**config.mk**
```make
export PLATFORM = sky130hd
export DESIGN_NAME = circular_queue_with_key_position_core
export DESIGN_NICKNAME = d
export VERILOG_FILES = /design/src/design/cqkp_pkg.sv /design/src/design/circular_queue_with_key_position_core.sv
export SDC_FILE = /design/constraint.sdc
export NUM_CORES = 2
export LEC_CHECK = 0
export BUFFER_PORTS_ARGS = -buffer_cell sky130_fd_sc_hd__buf_2
export CAP_MARGIN = 20
export CORE_AREA = 5 5 402 404
export CTS_CLUSTER_SIZE = 20
export DETAILED_ROUTE_END_ITERATION = 16
export DIE_AREA = 0 0 407 409
export PLACE_DENSITY_LB_ADDON = 0.05
export REMOVE_ABC_BUFFERS = 1
export SYNTH_ARGS = -nofsm -noshare
export SYNTH_HDL_FRONTEND = slang
export SYNTH_SLANG_ARGS = --single-unit
```
**constraint.sdc**
```tcl
create_clock -name clock -period 12.88 [get_ports clock]
set_input_delay 1.288 -clock clock [delete_from_list [all_inputs] [get_ports clock]]
set_output_delay 1.288 -clock clock [all_outputs]
set_load 0.005 [all_outputs]
```
**src/design/cqkp_pkg.sv**
```systemverilog
package cqkp_pkg;

   localparam int DEPTH_DEFAULT = 16;

   localparam int FUNC_W    = 2;
   localparam int KEY_W     = 64;
   localparam int PAYLOAD_W = 64;
   localparam int STATUS_W  = 2;
   localparam int COUNT_W   = 4;
   localparam int SERVED_W  = 32;

   typedef enum logic [FUNC_W-1:0] {
      FUNC_CLEAR   = 2'd0,
      FUNC_ENQUEUE = 2'd1,
      FUNC_DEQUEUE = 2'd2,
      FUNC_FIND    = 2'd3
   } func_type;

   typedef enum logic [STATUS_W-1:0] {
      STATUS_OK        = 2'd0,
      STATUS_FULL      = 2'd1,
      STATUS_EMPTY     = 2'd2,
      STATUS_NOT_FOUND = 2'd3
   } status_type;

   typedef enum logic [1:0] {
      ST_IDLE,
      ST_EXEC,
      ST_SCAN
   } state_type;

endpackage

```
**src/design/circular_queue_with_key_position_core.sv**
```systemverilog
// channel   ports                                                   direction
// req       req_valid req_ready req_func req_key_in req_payload_in   in
// rsp       rsp_valid rsp_ready rsp_status rsp_key_out rsp_payload_out
//           rsp_ahead_count rsp_occupancy rsp_served_total          out
//
// clear, enqueue, dequeue and a lookup on an empty queue pass through the exec state
// a lookup on a non-empty queue reads the entries from the head, one at a time, until
// the match or the last entry, through the single read port of the key memory
// reset (synchronous) empties the queue and zeroes the served counter
// a beat is accepted only in idle; a finished result waits in the rsp register
// and the next beat may be accepted while it waits
module circular_queue_with_key_position_core #(
   parameter int DEPTH = cqkp_pkg::DEPTH_DEFAULT
) (
   input  logic                              clock,
   input  logic                              reset,

   input  logic                              req_valid,
   output logic                              req_ready,
   input  logic [cqkp_pkg::FUNC_W-1:0]       req_func,
   input  logic [cqkp_pkg::KEY_W-1:0]        req_key_in,
   input  logic [cqkp_pkg::PAYLOAD_W-1:0]    req_payload_in,

   output logic                              rsp_valid,
   input  logic                              rsp_ready,
   output logic [cqkp_pkg::STATUS_W-1:0]     rsp_status,
   output logic [cqkp_pkg::KEY_W-1:0]        rsp_key_out,
   output logic [cqkp_pkg::PAYLOAD_W-1:0]    rsp_payload_out,
   output logic [cqkp_pkg::COUNT_W-1:0]      rsp_ahead_count,
   output logic [cqkp_pkg::COUNT_W-1:0]      rsp_occupancy,
   output logic [cqkp_pkg::SERVED_W-1:0]     rsp_served_total
);

   localparam int PW = (DEPTH > 1) ? $clog2(DEPTH) : 1;
   localparam logic [PW-1:0] LAST = PW'(DEPTH - 1);
   localparam int CW = cqkp_pkg::COUNT_W;

   function automatic logic [PW-1:0] next_slot(input logic [PW-1:0] p);
      return (p == LAST) ? '0 : p + 1'b1;
   endfunction

   // memories
   logic [cqkp_pkg::KEY_W-1:0]     key_mem     [DEPTH];
   logic [cqkp_pkg::PAYLOAD_W-1:0] payload_mem [DEPTH];

   logic                           rd_en;
   logic [PW-1:0]                  rd_addr;
   logic [cqkp_pkg::KEY_W-1:0]     rd_key_ff;
   logic [cqkp_pkg::PAYLOAD_W-1:0] rd_payload_ff;
   logic                           wr_en;

   // control and state
   cqkp_pkg::state_type            state_ff, state_in;
   logic [PW-1:0]                  head_ff, head_in;
   logic [PW-1:0]                  tail_ff, tail_in;
   logic [PW-1:0]                  count_ff, count_in;
   logic [cqkp_pkg::SERVED_W-1:0]  served_ff, served_in;
   logic [PW-1:0]                  cnt_ff, cnt_in;
   logic [PW-1:0]                  scan_ptr_ff, scan_ptr_in;

   cqkp_pkg::func_type             op_func_ff, op_func_in;
   logic [cqkp_pkg::KEY_W-1:0]     op_key_ff, op_key_in;
   logic [cqkp_pkg::PAYLOAD_W-1:0] op_payload_ff, op_payload_in;

   logic                           rsp_valid_ff, rsp_valid_in;
   cqkp_pkg::status_type           rsp_status_ff, rsp_status_in;
   logic [cqkp_pkg::KEY_W-1:0]     rsp_key_ff, rsp_key_in;
   logic [cqkp_pkg::PAYLOAD_W-1:0] rsp_payload_ff, rsp_payload_in;
   logic [CW-1:0]                  rsp_ahead_ff, rsp_ahead_in;
   logic [CW-1:0]                  rsp_occ_ff, rsp_occ_in;
   logic [cqkp_pkg::SERVED_W-1:0]  rsp_served_ff, rsp_served_in;

   logic                           accept;
   logic                           out_free;
   logic                           commit;
   logic                           advance;
   logic                           is_full;
   logic                           is_empty;
   logic                           key_match;
   logic                           scan_last;
   logic                           scan_done;
   logic [PW+CW-1:0]               ahead_wide;
   logic [PW+CW-1:0]               occ_wide;

   assign accept    = req_valid && req_ready;
   assign out_free  = !rsp_valid_ff || rsp_ready;
   assign is_full   = (count_ff == LAST);
   assign is_empty  = (count_ff == '0);
   assign key_match = (rd_key_ff == op_key_ff);
   assign scan_last = (cnt_ff == count_ff - 1'b1);
   assign scan_done = key_match || scan_last;
   assign ahead_wide = {{CW{1'b0}}, cnt_ff};

   // next state
   always_comb begin
      state_in = state_ff;
      unique case (state_ff)
         cqkp_pkg::ST_IDLE: begin
            if (accept) begin
               if (cqkp_pkg::func_type'(req_func) == cqkp_pkg::FUNC_FIND && !is_empty) begin
                  state_in = cqkp_pkg::ST_SCAN;
               end else begin
                  state_in = cqkp_pkg::ST_EXEC;
               end
            end
         end
         cqkp_pkg::ST_EXEC: begin
            if (commit) begin
               state_in = cqkp_pkg::ST_IDLE;
            end
         end
         cqkp_pkg::ST_SCAN: begin
            if (commit) begin
               state_in = cqkp_pkg::ST_IDLE;
            end
         end
         default: begin
            state_in = cqkp_pkg::ST_IDLE;
         end
      endcase
   end

   // state outputs
   always_comb begin
      req_ready = 1'b0;
      rd_en     = 1'b0;
      rd_addr   = head_ff;
      commit    = 1'b0;
      advance   = 1'b0;
      unique case (state_ff)
         cqkp_pkg::ST_IDLE: begin
            req_ready = 1'b1;
            rd_en     = 1'b1;
         end
         cqkp_pkg::ST_EXEC: begin
            commit = out_free;
         end
         cqkp_pkg::ST_SCAN: begin
            rd_addr = scan_ptr_ff;
            advance = !scan_done;
            rd_en   = !scan_done;
            commit  = scan_done && out_free;
         end
         default: begin
            req_ready = 1'b0;
         end
      endcase
   end

   assign wr_en = commit && (state_ff == cqkp_pkg::ST_EXEC)
                  && (op_func_ff == cqkp_pkg::FUNC_ENQUEUE) && !is_full;

   // datapath
   always_comb begin
      head_in        = head_ff;
      tail_in        = tail_ff;
      count_in       = count_ff;
      served_in      = served_ff;
      cnt_in         = cnt_ff;
      scan_ptr_in    = scan_ptr_ff;
      op_func_in     = op_func_ff;
      op_key_in      = op_key_ff;
      op_payload_in  = op_payload_ff;
      rsp_status_in  = rsp_status_ff;
      rsp_key_in     = rsp_key_ff;
      rsp_payload_in = rsp_payload_ff;
      rsp_ahead_in   = rsp_ahead_ff;
      rsp_occ_in     = rsp_occ_ff;
      rsp_served_in  = rsp_served_ff;
      rsp_valid_in   = rsp_valid_ff && !rsp_ready;
      occ_wide       = '0;

      if (accept) begin
         op_func_in    = cqkp_pkg::func_type'(req_func);
         op_key_in     = req_key_in;
         op_payload_in = req_payload_in;
         cnt_in        = '0;
         scan_ptr_in   = next_slot(head_ff);
      end

      if (advance) begin
         cnt_in      = cnt_ff + 1'b1;
         scan_ptr_in = next_slot(scan_ptr_ff);
      end

      if (commit) begin
         rsp_status_in  = cqkp_pkg::STATUS_OK;
         rsp_key_in     = '0;
         rsp_payload_in = '0;
         rsp_ahead_in   = '0;
         if (state_ff == cqkp_pkg::ST_SCAN) begin
            if (key_match) begin
               rsp_ahead_in = ahead_wide[CW-1:0];
            end else begin
               rsp_status_in = cqkp_pkg::STATUS_NOT_FOUND;
            end
         end else begin
            unique case (op_func_ff)
               cqkp_pkg::FUNC_CLEAR: begin
                  head_in  = '0;
                  tail_in  = '0;
                  count_in = '0;
               end
               cqkp_pkg::FUNC_ENQUEUE: begin
                  if (is_full) begin
                     rsp_status_in = cqkp_pkg::STATUS_FULL;
                  end else begin
                     tail_in  = next_slot(tail_ff);
                     count_in = count_ff + 1'b1;
                  end
               end
               cqkp_pkg::FUNC_DEQUEUE: begin
                  if (is_empty) begin
                     rsp_status_in = cqkp_pkg::STATUS_EMPTY;
                  end else begin
                     rsp_key_in     = rd_key_ff;
                     rsp_payload_in = rd_payload_ff;
                     head_in        = next_slot(head_ff);
                     count_in       = count_ff - 1'b1;
                     served_in      = served_ff + 1'b1;
                  end
               end
               cqkp_pkg::FUNC_FIND: begin
                  rsp_status_in = cqkp_pkg::STATUS_EMPTY;
               end
               default: begin
                  rsp_status_in = cqkp_pkg::STATUS_OK;
               end
            endcase
         end
         occ_wide      = {{CW{1'b0}}, count_in};
         rsp_occ_in    = occ_wide[CW-1:0];
         rsp_served_in = served_in;
         rsp_valid_in  = 1'b1;
      end
   end

   always_ff @(posedge clock) begin
      if (reset) begin
         state_ff     <= cqkp_pkg::ST_IDLE;
         head_ff      <= '0;
         tail_ff      <= '0;
         count_ff     <= '0;
         served_ff    <= '0;
         rsp_valid_ff <= 1'b0;
      end else begin
         state_ff     <= state_in;
         head_ff      <= head_in;
         tail_ff      <= tail_in;
         count_ff     <= count_in;
         served_ff    <= served_in;
         rsp_valid_ff <= rsp_valid_in;
      end
   end

   always_ff @(posedge clock) begin
      cnt_ff         <= cnt_in;
      scan_ptr_ff    <= scan_ptr_in;
      op_func_ff     <= op_func_in;
      op_key_ff      <= op_key_in;
      op_payload_ff  <= op_payload_in;
      rsp_status_ff  <= rsp_status_in;
      rsp_key_ff     <= rsp_key_in;
      rsp_payload_ff <= rsp_payload_in;
      rsp_ahead_ff   <= rsp_ahead_in;
      rsp_occ_ff     <= rsp_occ_in;
      rsp_served_ff  <= rsp_served_in;
   end

   // entry memories, one write and one registered read per cycle
   always_ff @(posedge clock) begin
      if (wr_en) begin
         key_mem[tail_ff]     <= op_key_ff;
         payload_mem[tail_ff] <= op_payload_ff;
      end
   end

   always_ff @(posedge clock) begin
      if (rd_en) begin
         rd_key_ff     <= key_mem[rd_addr];
         rd_payload_ff <= payload_mem[rd_addr];
      end
   end

   assign rsp_valid        = rsp_valid_ff;
   assign rsp_status       = rsp_status_ff;
   assign rsp_key_out      = rsp_key_ff;
   assign rsp_payload_out  = rsp_payload_ff;
   assign rsp_ahead_count  = rsp_ahead_ff;
   assign rsp_occupancy    = rsp_occ_ff;
   assign rsp_served_total = rsp_served_ff;

   // pointer distance must agree with the entry count
   logic [PW:0] ptr_dist;

   always_comb begin
      ptr_dist = {1'b0, tail_ff} - {1'b0, head_ff};
      if (tail_ff < head_ff) begin
         ptr_dist = ptr_dist + (PW+1)'(DEPTH);
      end
   end

   a_count_matches_ptrs: assert property (@(posedge clock) disable iff (reset)
      ptr_dist[PW-1:0] == count_ff)
      else $error("entry count does not match head and tail");

   a_no_write_when_full: assert property (@(posedge clock) disable iff (reset)
      wr_en |-> (count_ff != LAST))
      else $error("memory write while queue full");

   a_scan_in_range: assert property (@(posedge clock) disable iff (reset)
      (state_ff == cqkp_pkg::ST_SCAN) |-> (cnt_ff < count_ff))
      else $error("lookup walked past the tail");

   a_rsp_after_work: assert property (@(posedge clock) disable iff (reset)
      $rose(rsp_valid_ff) |-> $past(state_ff != cqkp_pkg::ST_IDLE))
      else $error("result beat raised without an operation in flight");

   a_served_on_dequeue: assert property (@(posedge clock) disable iff (reset)
      (!$past(reset) && served_ff != $past(served_ff))
         |-> (rsp_valid_ff && rsp_status_ff == cqkp_pkg::STATUS_OK
              && $past(op_func_ff) == cqkp_pkg::FUNC_DEQUEUE))
      else $error("served counter moved without a successful dequeue");

endmodule

```
==> summary.txt <==
Routing
  • Iteration-0 DRC Markers: 4816
  • Vias per Instance: 6.36
  • Total Wirelength: 216000 um
  • Pre-antenna DRT Iters: 6
  • Number of routed nets with antenna violations: 0
  • Via count: 45827
  • Avg WL per Cell: 30.0 um
  • DRC Markers: 0

Setup path
  • CP delay by family, top: buffers and inverters
  • Reg-to-Reg Start: op_key_ff[17]
  • Max incr delay on CP: 0.95 ns
  • Reg-to-reg endpoint: rsp_payload_out[21]
  • Critical path, cell by cell: xnor2_1 > nand4_1 > nor4_1 > nand4_1 > a31o_2 > buf_4 > inv_8 > buf_4
  • Flop2flop setup slack: 7.64 ns
  • Worst R2R Path Depth: 8
  • CP Data Required Time: 13.33 ns
  • Crit path max-delay cell type: nor4_1
  • Critical path endpoint category: flip-flop
  • Crit path DAT: 5.69 ns
  • Crit path max fanout: 78
  • CP Class: flip-flop to flip-flop
  • Crit start category: flip-flop
  • Crit path buf inv count: 3

Logic synthesis
  • Sequential share of the synthesized area: 79.0%
  • Synthesized cell area: 0.0956 mm^2
  • Most frequent cell after synthesis: edfxtp_1
  • Synth Instances: 4536
  • EDFF count, synth: 2484
  • Post-synth top area share: 78.0%
  • Area leader, netlist: edfxtp_1
  • Yosys warnings: 0
  • Syn Area/Cell: 21.1 um^2
  • Post-synth top cells: edfxtp_1, mux4_2, nand2_1, and2_1, clkbuf_1
  • Synth top area cells: edfxtp_1, mux4_2, and2_1
  • Asr flop ratio synth: 0%
  • Most used DFF post-synth: edfxtp_1
  • FF+latch count, synth: 2531
  • Synth cell types: 50

Power and ir drop
  • Leakage: 34.2 nW
  • Seq pwr share: 56.9%
  • VDD IR-drop max: 0.000135 V
  • Logic pwr share: 1.5%
  • PD cells: 154 mW/mm^2
  • Pint: 13.2 mW
  • Clock power frac: 41.6%
  • Switch share: 19.9%
  • Switching power: 3.30 mW

Placement
  • Dpl hpwl: 101000 um
  • Placed cell count: 6753
  • Worst slack, placed: 7.44 ns
  • Port Buffer Count: 305
  • Placer Congestion: 0.779

STA
  • Crit path time final: 5.24 ns
  • Slew Viols, Final: 74
  • Unrepaired setup endpoints after global routing: no
  • Setup tns final: 0 ns
  • Final hold vios: 0
  • Fmax: 191 MHz
  • Slew headroom: -4.65%
  • Actual slew at the worst max-slew pin: 1.57 ns
  • Final worst path period share: 40.7%
  • Clock skew: 0.0287 ns
  • Final WS setup: 7.64 ns
  • Final setup fails: 0

Die
  • Initial Util: 60.7%
  • Core Area: 0.157 mm^2
  • Total die area: 0.166 mm^2
  • Die width: 407 um
  • Die Y: 409 um
  • Cell Rows: 146
  • I/O pin total: 306

Min path
  • Min-Delay Endpoint: state_ff[0]
  • Worst Hold Depth: 2
  • Class of the most critical hold timing path: flip-flop to flip-flop
  • Hold_sp: state_ff[0]

CTS
  • Number of hold buffers added after cts: 0
  • Number of buffers created by CTS: 241
  • CTS Buffer Depth: 3
  • Worst skew pair latency: 0.85 ns
  • CTS tree: built
  • CTS root buffer: clkbuf_16
  • Clock sinks: 2531
  • Setup Fix Bufs, Post-CTS: 0
  • Post-CTS sizing: 0
  • CTS clk-pin slew, worst paths: 0.06 ns
  • H-tree lvl count: 4

Job
  • Maximum Capacitance Violations: 0

Finish
  • Final Core Density: 68.2%
  • Non-Filler Instances: 7205
  • Post-layout nets: 5072
  • Area growth syn-to-layout: 12.3%
  • Share of cells above drive strength 1: 24.7%

Global routing
  • GRT Util Overall: 26.3%
  • Grt ovf: 0
  • Largest net degree at the start of global routing: 165
  • First-pass GRT wire length: 315000 um
  • Vias in the first global route: 46357
  • Initial antenna violation count: 12

Run status
  • Failing checks: slew limit
  • Status: finished, violations left
[logic make-up after synthesis]
group	Yosys count	synth area share, %
multiplexers	525	12.2
AND/OR/NAND/NOR	766	4.12
AO/OA/AOI/OAI	344	2.37
XOR/XNOR	105	0.962
adder cells (fa/ha/maj)	13	0.170
flip-flops	2531	79.0
buffers and inverters	252	1.18
[worst register-to-register path, cell delays in order (launching register included)]
cell	delay [ns]
edfxtp_1	0.60
xnor2_1	0.30
nand4_1	0.22
nor4_1	0.95
nand4_1	0.49
a31o_2	0.38
buf_4	0.30
inv_8	0.61
buf_4	0.95
[metrics by stage]
| stage | hold WS (ns) | total power, mW | instance area, um^2 |
|---|---|---|---|
| after floorplan | 0.457 | 9.68 | 94500 |
| after global placement | 0.473 | 9.80 | 99600 |
| after detailed placement | 0.488 | 9.82 | 99700 |
| after CTS | 0.497 | 16.6 | 107000 |
| after global routing | 0.523 | 17.0 | 107000 |
| final | 0.497 | 16.5 | 107000 |
[area by class of cell]
class	count	area, um^2
well taps	2072	2590
inverters	14	67.6
clock buffers	310	6470
multi-input cells	1753	19100
flip-flops and latches	2531	75500
clock inverters	137	1240
repair buffers	384	2350
fillers	10095	50100
diodes	4	10.0
[worst max-delay path by stage]
stage	end	slack, ns	cells past startpoint	startpoint
floorplan	rd_key_ff[0]	-37.76	7	state_ff[0]
global placement	payload_mem[3][10]	7.52	9	rsp_ready
detailed placement	payload_mem[3][25]	7.44	9	rsp_ready
CTS	rsp_key_out[6]	7.53	8	op_key_ff[17]
global route	rd_payload_ff[31]	7.37	8	state_ff[1]
finish	rsp_payload_out[21]	7.64	8	op_key_ff[17]
[registers in the layout (all words and copies together), names as in the netlist, 4 cells and up]
register and count:
tail_ff 4, op_payload_ff 64, rsp_key_out 64, rsp_payload_out 64, key_mem 1024, count_ff 4
cnt_ff 4, scan_ptr_ff 4, rsp_ahead_count 4, payload_mem 1024, op_key_ff 64, rsp_occupancy 4
rsp_served_total 32, rd_payload_ff 64, rd_key_ff 64, served_ff 32, head_ff 4
[power groups by stage]
stage / sequential [mW] / combinational [mW] / clock, mW
after global routing: 9.41 / 0.262 / 7.36
final: 9.40 / 0.245 / 6.88
after floorplan: 9.51 / 0.174 / 0
after CTS: 9.39 / 0.249 / 6.99
after global placement: 9.56 / 0.246 / 0
after detailed placement: 9.57 / 0.249 / 0
[cells in the final DEF, fill, tap and decap left out, types with 6 or more instances in the layout]
cell type   count
inv_1          12
buf_2         305
a211oi_1      132
a21oi_1        26
nor3_2          6
nor2_1         34
buf_12         17
nand4_1        24
ha_1           13
clkinv_2       40
a31oi_1       134
dfxtp_1        47
clkinvlp_4      7
xnor2_1        91
clkinv_8        7
or4_1          20
clkbuf_1       58
buf_4          60
mux4_2        512
nand2_1       312
or3_1           7
nor2_4         12
clkinv_1       56
nand2b_1        9
nor2b_1        26
nand3_1        23
mux2_2          7
and2_1        263
edfxtp_1     2484
clkbuf_16     247
bufinv_16      20
xor2_1         14
o21ai_0        36
[layer usage]
layer  global-route usage (%)  up-vias  wire length, um
li1                         -    19338                -
met1                     39.0    24334            89500
met5                        0        -               36
met3                     4.92      268            17000
met2                     41.7     1881           105000
met4                     5.94        6             4360
Power figures use the tool's default switching activity.
